**config.mk**
```make
export PLATFORM = sky130hd
export DESIGN_NAME = colour_frame_calibrate_classify
export DESIGN_NICKNAME = d
export VERILOG_FILES = /design/src/design/cfcc_pkg.sv /design/src/design/colour_frame_calibrate_classify.sv
export SDC_FILE = /design/constraint.sdc
export NUM_CORES = 1
export LEC_CHECK = 0
export BUFFER_PORTS_ARGS = -buffer_cell sky130_fd_sc_hd__buf_2
export CAP_MARGIN = 10
export CORE_UTILIZATION = 25
export CTS_BUF_LIST = sky130_fd_sc_hd__clkbuf_4 sky130_fd_sc_hd__clkbuf_8 sky130_fd_sc_hd__clkbuf_16
export CTS_CLUSTER_DIAMETER = 200
export DETAILED_ROUTE_END_ITERATION = 6
export HOLD_SLACK_MARGIN = 0.1
export PLACE_DENSITY = 0.45
export SKIP_CTS_REPAIR_TIMING = 1
export SLEW_MARGIN = 25
export SYNTH_ARGS = -nofsm -noshare
export SYNTH_HDL_FRONTEND = slang
export SYNTH_SLANG_ARGS = --single-unit
```
**constraint.sdc**
```tcl
create_clock -name clk_i -period 8.8 [get_ports clk_i]
set_input_delay 1.76 -clock clk_i [delete_from_list [all_inputs] [get_ports clk_i]]
set_output_delay 1.76 -clock clk_i [all_outputs]
set_load 0.03 [all_outputs]
```
**src/design/cfcc_pkg.sv**
```systemverilog
// ----------------------------------------------------------------------------
// cfcc_pkg
// Shared types, constants and helpers for the colour frame calibrate and
// classify block.
// ----------------------------------------------------------------------------
`default_nettype none

package cfcc_pkg;

  // Frame layout
  localparam int unsigned DIGITS_PER_CHANNEL = 3;
  localparam int unsigned FRAME_DIGITS       = 3 * DIGITS_PER_CHANNEL;
  localparam int unsigned CHAN_BITS          = 4 * DIGITS_PER_CHANNEL;
  localparam int unsigned ACC_W              = 4 * FRAME_DIGITS;
  localparam int unsigned POS_W              = $clog2(FRAME_DIGITS + 1);

  // Channel and level widths
  localparam int unsigned RAW_W  = 12;
  localparam int unsigned LVL_W  = 8;
  localparam int unsigned STEP_W = $clog2(LVL_W);
  // Remainder holds 510*n + d, n and d below 2^RAW_W
  localparam int unsigned REM_W  = RAW_W + LVL_W + 2;
  // Divisor 2*d aligned to the top quotient bit
  localparam int unsigned DVS_W  = RAW_W + LVL_W;

  localparam logic [RAW_W-1:0] RAW_MAX = '1;
  localparam logic [LVL_W-1:0] LVL_MAX = '1;

  // Start-of-frame character '$'
  localparam logic [7:0] START_CHAR = 8'h24;

  typedef enum logic [1:0] {
    MODE_CORRECT = 2'd0,
    MODE_BLACK   = 2'd1,
    MODE_WHITE   = 2'd2,
    MODE_RAW     = 2'd3
  } mode_e;

  typedef enum logic [1:0] {
    CLASS_NONE  = 2'd0,
    CLASS_RED   = 2'd1,
    CLASS_GREEN = 2'd2,
    CLASS_BLUE  = 2'd3
  } class_e;

  typedef enum logic [3:0] {
    ST_IDLE   = 4'b0001,
    ST_LOAD   = 4'b0010,
    ST_DIV    = 4'b0100,
    ST_FINISH = 4'b1000
  } state_e;

  typedef struct packed {
    logic       ok;
    logic [3:0] val;
  } hex_t;

  // ASCII hex digit decode
  function automatic hex_t hex_decode(input logic [7:0] c);
    hex_t h;
    h.ok  = 1'b1;
    h.val = 4'd0;
    priority if (c >= 8'h30 && c <= 8'h39) begin
      h.val = 4'(c - 8'h30);
    end else if (c >= 8'h61 && c <= 8'h66) begin
      h.val = 4'(c - 8'h57);
    end else if (c >= 8'h41 && c <= 8'h46) begin
      h.val = 4'(c - 8'h37);
    end else begin
      h.ok = 1'b0;
    end
    return h;
  endfunction

endpackage

`default_nettype wire

```
**src/design/colour_frame_calibrate_classify.sv**
```systemverilog
// ----------------------------------------------------------------------------
// colour_frame_calibrate_classify
// Parses '$'-framed hex colour triples and captures black/white references;
// in correct mode it scales channels to 0..255 (bit-serial divider), classifies.
// ----------------------------------------------------------------------------
//
//  channel | signals                          | direction | beat
//  --------+----------------------------------+-----------+---------------------
//  in      | in_valid_i, in_stall_o, rx_byte_i | in        | one character
//  out     | out_valid_o, out_stall_i, fields  | out       | one parsed frame
//  cfg     | cfg_valid_i, cfg_ready_o, data    | in        | capture_mode write
//
//  A frame finished in a capture mode or raw mode is loaded straight into the
//  output register. A frame in correct mode visits, per channel, ST_LOAD for
//  setup and ST_DIV for one step per quotient bit of the shared restoring
//  divider (no ST_DIV when a channel saturates or is invalid), then ST_FINISH.
//  Reset restores the references to black 0 / white full scale and mode 0.
//  Input stalls outside ST_IDLE or while a result waits downstream.
// ----------------------------------------------------------------------------
`default_nettype none

module colour_frame_calibrate_classify import cfcc_pkg::*; (
  input  wire logic             clk_i,
  input  wire logic             rst_ni,
  // character input
  input  wire logic             in_valid_i,
  output logic                  in_stall_o,
  input  wire logic [7:0]       rx_byte_i,
  // result output
  output logic                  out_valid_o,
  input  wire logic             out_stall_i,
  output logic [RAW_W-1:0]      raw_red_o,
  output logic [RAW_W-1:0]      raw_green_o,
  output logic [RAW_W-1:0]      raw_blue_o,
  output logic [LVL_W-1:0]      level_red_o,
  output logic [LVL_W-1:0]      level_green_o,
  output logic [LVL_W-1:0]      level_blue_o,
  output logic [1:0]            colour_class_o,
  output logic                  reference_bad_o,
  // configuration
  input  wire logic             cfg_valid_i,
  output logic                  cfg_ready_o,
  input  wire logic [1:0]       cfg_data_i
);

  state_e             state_q, state_d;
  mode_e              mode_q;
  logic [POS_W-1:0]   pos_q;
  logic [ACC_W-1:0]   acc_q;
  logic [RAW_W-1:0]   black_q [3];
  logic [RAW_W-1:0]   white_q [3];
  logic [RAW_W-1:0]   chan_raw_q [3];
  logic [LVL_W-1:0]   lvl_q [3];
  logic [1:0]         ch_q;
  logic [STEP_W-1:0]  step_q;
  logic [REM_W-1:0]   rem_q;
  logic [DVS_W-1:0]   dvs_q;
  logic [LVL_W-1:0]   quot_q;
  logic               bad_q;

  logic               out_valid_q;
  logic [RAW_W-1:0]   out_raw_q [3];
  logic [LVL_W-1:0]   out_lvl_q [3];
  class_e             out_class_q;
  logic               out_bad_q;

  // Handshakes
  logic in_fire, out_free;
  assign out_free    = !out_valid_q || !out_stall_i;
  assign in_stall_o  = (state_q != ST_IDLE) || (out_valid_q && out_stall_i);
  assign in_fire     = in_valid_i && !in_stall_o;
  assign cfg_ready_o = 1'b1;

  // Character parse
  hex_t             hex;
  logic [ACC_W-1:0] acc_next;
  logic             frame_done;
  logic [RAW_W-1:0] frame_raw [3];

  assign hex        = hex_decode(rx_byte_i);
  assign acc_next   = {acc_q[ACC_W-5:0], hex.val};
  assign frame_done = in_fire && (pos_q != '0) && hex.ok
                      && (pos_q == POS_W'(FRAME_DIGITS));

  always_comb begin
    for (int i = 0; i < 3; i++) begin
      frame_raw[i] = RAW_W'(acc_next[CHAN_BITS*(2-i) +: CHAN_BITS]);
    end
  end

  always_ff @(posedge clk_i or negedge rst_ni) begin
    if (!rst_ni) begin
      pos_q <= '0;
    end else if (in_fire) begin
      if (pos_q == '0) begin
        if (rx_byte_i == START_CHAR) pos_q <= POS_W'(1);
      end else if (!hex.ok || frame_done) begin
        pos_q <= '0;
      end else begin
        pos_q <= pos_q + POS_W'(1);
      end
    end
  end

  always_ff @(posedge clk_i) begin
    if (in_fire) begin
      if (pos_q == '0) begin
        acc_q <= '0;
      end else if (hex.ok) begin
        acc_q <= acc_next;
      end
    end
  end

  // Mode register
  always_ff @(posedge clk_i or negedge rst_ni) begin
    if (!rst_ni) begin
      mode_q <= MODE_CORRECT;
    end else if (cfg_valid_i && cfg_ready_o) begin
      mode_q <= mode_e'(cfg_data_i);
    end
  end

  // Reference capture
  always_ff @(posedge clk_i or negedge rst_ni) begin
    if (!rst_ni) begin
      for (int i = 0; i < 3; i++) begin
        black_q[i] <= '0;
        white_q[i] <= RAW_MAX;
      end
    end else if (frame_done) begin
      for (int i = 0; i < 3; i++) begin
        if (mode_q == MODE_BLACK) black_q[i] <= frame_raw[i];
        if (mode_q == MODE_WHITE) white_q[i] <= frame_raw[i];
      end
    end
  end

  // Per-channel operands of the current divider pass
  logic [RAW_W-1:0] cur_raw, cur_blk, cur_wht, num, den;
  logic [REM_W-1:0] rem_init;
  logic [REM_W-1:0] dvs_ext;
  logic             take_bit;
  logic [LVL_W-1:0] quot_next;

  assign cur_raw   = chan_raw_q[ch_q];
  assign cur_blk   = black_q[ch_q];
  assign cur_wht   = white_q[ch_q];
  assign num       = cur_raw - cur_blk;
  assign den       = cur_wht - cur_blk;
  // 510*num + den
  assign rem_init  = (REM_W'(num) << 9) - (REM_W'(num) << 1) + REM_W'(den);
  assign dvs_ext   = REM_W'(dvs_q);
  assign take_bit  = rem_q >= dvs_ext;
  assign quot_next = {quot_q[LVL_W-2:0], take_bit};

  // Classification over finished levels
  logic [LVL_W:0] sum_gb, sum_rb, sum_rg;
  class_e         cls;
  assign sum_gb = {1'b0, lvl_q[1]} + {1'b0, lvl_q[2]};
  assign sum_rb = {1'b0, lvl_q[0]} + {1'b0, lvl_q[2]};
  assign sum_rg = {1'b0, lvl_q[0]} + {1'b0, lvl_q[1]};

  always_comb begin
    priority if ({1'b0, lvl_q[0]} > sum_gb) cls = CLASS_RED;
    else if ({1'b0, lvl_q[1]} > sum_rb)     cls = CLASS_GREEN;
    else if ({1'b0, lvl_q[2]} > sum_rg)     cls = CLASS_BLUE;
    else                                    cls = CLASS_NONE;
  end

  // Sequencer
  always_comb begin
    state_d = state_q;
    unique case (state_q)
      ST_IDLE:   if (frame_done && mode_q == MODE_CORRECT) state_d = ST_LOAD;
      ST_LOAD: begin
        if (cur_wht > cur_blk && cur_raw > cur_blk && cur_raw < cur_wht) begin
          state_d = ST_DIV;
        end else if (ch_q == 2'd2) begin
          state_d = ST_FINISH;
        end
      end
      ST_DIV: begin
        if (step_q == '0) state_d = (ch_q == 2'd2) ? ST_FINISH : ST_LOAD;
      end
      ST_FINISH: if (out_free) state_d = ST_IDLE;
      default:   state_d = ST_IDLE;
    endcase
  end

  always_ff @(posedge clk_i or negedge rst_ni) begin
    if (!rst_ni) begin
      state_q <= ST_IDLE;
      ch_q    <= '0;
      step_q  <= '0;
    end else begin
      state_q <= state_d;
      unique case (state_q)
        ST_IDLE:   ch_q <= '0;
        ST_LOAD: begin
          step_q <= STEP_W'(LVL_W - 1);
          if (state_d != ST_DIV && ch_q != 2'd2) ch_q <= ch_q + 2'd1;
        end
        ST_DIV: begin
          step_q <= step_q - STEP_W'(1);
          if (step_q == '0 && ch_q != 2'd2) ch_q <= ch_q + 2'd1;
        end
        ST_FINISH: ch_q <= '0;
        default:   ch_q <= '0;
      endcase
    end
  end

  // Datapath: one quotient bit per cycle
  always_ff @(posedge clk_i) begin
    if (frame_done) begin
      for (int i = 0; i < 3; i++) chan_raw_q[i] <= frame_raw[i];
      bad_q <= 1'b0;
    end
    unique case (state_q)
      ST_LOAD: begin
        quot_q <= '0;
        rem_q  <= rem_init;
        dvs_q  <= DVS_W'(den) << LVL_W;
        if (cur_wht <= cur_blk) begin
          lvl_q[ch_q] <= '0;
          bad_q       <= 1'b1;
        end else if (cur_raw <= cur_blk) begin
          lvl_q[ch_q] <= '0;
        end else if (cur_raw >= cur_wht) begin
          lvl_q[ch_q] <= LVL_MAX;
        end
      end
      ST_DIV: begin
        if (take_bit) rem_q <= rem_q - dvs_ext;
        dvs_q  <= dvs_q >> 1;
        quot_q <= quot_next;
        if (step_q == '0) lvl_q[ch_q] <= quot_next;
      end
      default: ;
    endcase
  end

  // Output register
  logic load_direct, load_finish;
  assign load_direct = frame_done && mode_q != MODE_CORRECT;
  assign load_finish = state_q == ST_FINISH && out_free;

  always_ff @(posedge clk_i or negedge rst_ni) begin
    if (!rst_ni) begin
      out_valid_q <= 1'b0;
    end else if (load_direct || load_finish) begin
      out_valid_q <= 1'b1;
    end else if (!out_stall_i) begin
      out_valid_q <= 1'b0;
    end
  end

  always_ff @(posedge clk_i) begin
    if (load_direct) begin
      for (int i = 0; i < 3; i++) begin
        out_raw_q[i] <= frame_raw[i];
        out_lvl_q[i] <= '0;
      end
      out_class_q <= CLASS_NONE;
      out_bad_q   <= 1'b0;
    end else if (load_finish) begin
      for (int i = 0; i < 3; i++) begin
        out_raw_q[i] <= chan_raw_q[i];
        out_lvl_q[i] <= lvl_q[i];
      end
      out_class_q <= cls;
      out_bad_q   <= bad_q;
    end
  end

  assign out_valid_o     = out_valid_q;
  assign raw_red_o       = out_raw_q[0];
  assign raw_green_o     = out_raw_q[1];
  assign raw_blue_o      = out_raw_q[2];
  assign level_red_o     = out_lvl_q[0];
  assign level_green_o   = out_lvl_q[1];
  assign level_blue_o    = out_lvl_q[2];
  assign colour_class_o  = out_class_q;
  assign reference_bad_o = out_bad_q;

  // Checks
  a_pos_range: assert property (@(posedge clk_i) disable iff (!rst_ni)
    pos_q <= POS_W'(FRAME_DIGITS))
    else $error("frame position past last digit");

  a_rem_bound: assert property (@(posedge clk_i) disable iff (!rst_ni)
    state_q == ST_DIV |-> rem_q < (dvs_ext << 1))
    else $error("divider remainder out of bound, quotient overflow");

  a_class_red: assert property (@(posedge clk_i) disable iff (!rst_ni)
    out_valid_o && colour_class_o == CLASS_RED
      |-> {1'b0, level_red_o} > ({1'b0, level_green_o} + {1'b0, level_blue_o}))
    else $error("red class without red dominance");

  a_bad_zero: assert property (@(posedge clk_i) disable iff (!rst_ni)
    out_valid_o && reference_bad_o
      |-> (level_red_o == '0 || level_green_o == '0 || level_blue_o == '0))
    else $error("bad reference reported but no channel reads zero");

endmodule

`default_nettype wire
```
==> impl_metrics.tcl <==
set metrics [dict create \
    clock_latency_ps 550 \
    numCtsBuffers 37 \
    netlist-cell-type-count 75 \
    first_pass_iters 5 \
    initial_core_util_pct 25.24 \
    dr.first_iter.drc_count 537 \
    power.leakage_uw 0.008064 \
    tritoncts "yes" \
    syn_inst 1530 \
    fin_tns_setup_ps 0 \
    dp_cells 2450 \
    power.density_cell_area_mw_per_mm2 172.6 \
    synth-edff-count 201 \
    crit_required_ps 9080 \
    critical_path_peak_fanout 24 \
    fmax_mhz 154.8 \
    die_w_um 262.4 \
    grt_setup_unrepaired "false" \
    avgSynthCellArea_um2 11.08 \
    root_buffer "clkbuf_16" \
    path_cells "inv_1, nor2_1, buf_4, nand2_1, o21ai_0, ha_1, inv_1, fa_1, a21oi_1, o21ai_0, a221oi_1, o21bai_1, a21oi_1, xnor2_1, ha_1, ha_1, o211ai_1, nand2_1, nand2_1, o31ai_1, a41oi_1, a211o_1, a211oi_1, nor3_1" \
    synth_ff_type "edfxtp_1" \
    tightest_slew_ps 1005 \
    route.detailed.drc 0 \
    ys_ff_latch 293 \
    hold_class "reg -> reg" \
    slowest_delay_ps 980 \
    critPathKind "reg -> reg" \
    async_flop_share_pct 30.03 \
    synth_common_cells "edfxtp_1, nand2_1, ha_1" \
    finalHoldViolCount 0 \
    grt_overflow 0 \
    yosysSeqAreaShare_pct 49.35 \
    critPathBufInv 3 \
    portBuffers 79 \
    nets 1782 \
    via_per_inst 4.618 \
    io_pins 81 \
    irDropWorstVdd_uv 93.40 \
    fin_cells 2517 \
    antenna_found_initial 0 \
    critPathTopFamily "compound AO/OA/AOI/OAI gates" \
    synth_most_common_cell "edfxtp_1" \
    std_cell_rows 95 \
    synth_area_mm2 0.01695 \
    drt_wl_total_um 45630 \
    die_y_um 262.4 \
    fin_ws_ps 2338 \
    grt_max_degree 73 \
    drive_above_1_share_pct 15.51 \
    syn_to_final_growth_pct 15.68 \
    clock_path_buffers 3 \
    die_area_mm2 0.06884 \
    wl_per_cell_um 18.13 \
    postRouteAntennaNets 0 \
    cap_violations 0 \
    clk_pin_slew_worst_paths_ps 60 \
    pre_cts_ws_ps 2338 \
    dp_hpwl_um 32910 \
    synthTopCellsByArea "edfxtp_1, ha_1, dfrtp_1, dfstp_2, nand2_1" \
    cp-start-kind "flop" \
    synth_top_area_share_pct 35.61 \
    crit_slowest_cell "dfrtp_1" \
    finalCritPeriodShare_pct 73.43 \
    dr_total_vias 11624 \
    slew_headroom_pct 31.97 \
    grt.total_usage_pct 13.15 \
    fill_cells 6881 \
    synth_nets 1696 \
    end_kind "flop" \
    n_antenna_cell 0 \
    yosysTopAreaCell "edfxtp_1" \
    finalSetupViolCount 0 \
    seq_area_mm2 0.008366 \
    min_period_ps 6462 \
    core_mm2 0.06716 \
    place_congestion 0.8368 \
    yosysWarnings 0 \
    post-route-util_pct 29.19 \
    finalClockSkew_ps 22.87 \
    crit_arrival_ps 6740 \
    slew_viol_final 0 \
    status "finished clean" \
    cts.sinks 293 \
    grt_pass1_wl_um 70600 \
    cts-htree-levels 2 \
    multi_input_area_mm2 0.008014 \
    first_global_vias 11867 \
]
==> per-layer routing <==
metal	GRT usage (%)	part of all wire, %	vias to the layer above
li1	-	-	5682
met1	17.87	48	5699
met2	21.77	47	190
met3	1.912	3.3	53
met4	3.498	2.1	0
met5	0	0	-
==> power by group <==
group / switching (µW) / internal (µW) / leakage (µW) / total (µW)
logic: 115 / 57.2 / 0.00460 / 172
registers: 79.9 / 1560 / 0.00285 / 1640
clock network: 617 / 953 / 0.000617 / 1570
total: 812 / 2570 / 0.00806 / 3380
==> cells by family (layout without fill, tap and decap cells) <==
kind of cell	Yosys count	in the layout	share of synthesized area [%]
muxes	113	113	7.855
AOI/OAI and AO/OA	321	321	11.79
adders and majority gates	151	151	11.50
other	1	1	0.02213
DFF	293	293	49.35
buffers and inverters	146	260	3.669
and+or+nand+nor	438	438	12.35
xor gates and xnor gates	67	67	3.462
==> flip-flops by register name, summed over array words and instances, names as in the netlist, 4 cells and up <==
name,cells
black_q,36
chan_raw_q,36
out_raw_q,36
white_q,36
acc_q,32
lvl_q,24
out_lvl_q,24
rem_q,22
dvs_q,20
quot_q,7
pos_q,4
state_q,4
==> metrics by stage <==
stage / hold slack (ps) / cell area (µm²) / power [µW]
floorplan: 425.4 / 16950 / 1733
global placement: 459.3 / 18350 / 1845
detailed placement: 462.5 / 18350 / 1845
CTS: 469.3 / 19600 / 3445
global route: 498.2 / 19610 / 3519
finish: 470.3 / 19610 / 3384
==> path summary, 6_finish.rpt <==
check,cells past startpoint,endpoint,slack (ps),from
worst max-delay path,24,rem_q[20],2340,ch_q[0]
worst max register to register,24,rem_q[20],2340,ch_q[0]
max in group asynchronous,2,black_q[19],6730,rst_ni
min in group asynchronous,1,out_valid_o,1090,rst_ni
worst min register to register,1,step_q[0],470,step_q[0]
worst min-delay path,1,step_q[0],470,step_q[0]
==> placed cells by master (no fill, tap or decap), drive strengths merged, types with 18 or more instances in the layout <==
master and n:
edfxtp 201, dfstp 37, xor2 25, ha 143, nand2 167, inv 100, nor3 21, dfrtp 51
mux2 70, mux2i 43, and3 27, nor2b 37, xnor2 42, o21bai 18, a21o 44, nor2 103
buf 96, a21oi 109, o21ai 72, clkbuf 50
==> area by class of cell <==
class	count	share of cell area, %
Inverter	97	1.857
Timing Repair Buffer	96	2.699
Sequential cell	293	42.67
Tap cell	873	5.571
Clock buffer	50	5.316
Clock inverter	17	1.015
Multi-Input combinational cell	1091	40.87
Power figures use the tool's default switching activity.
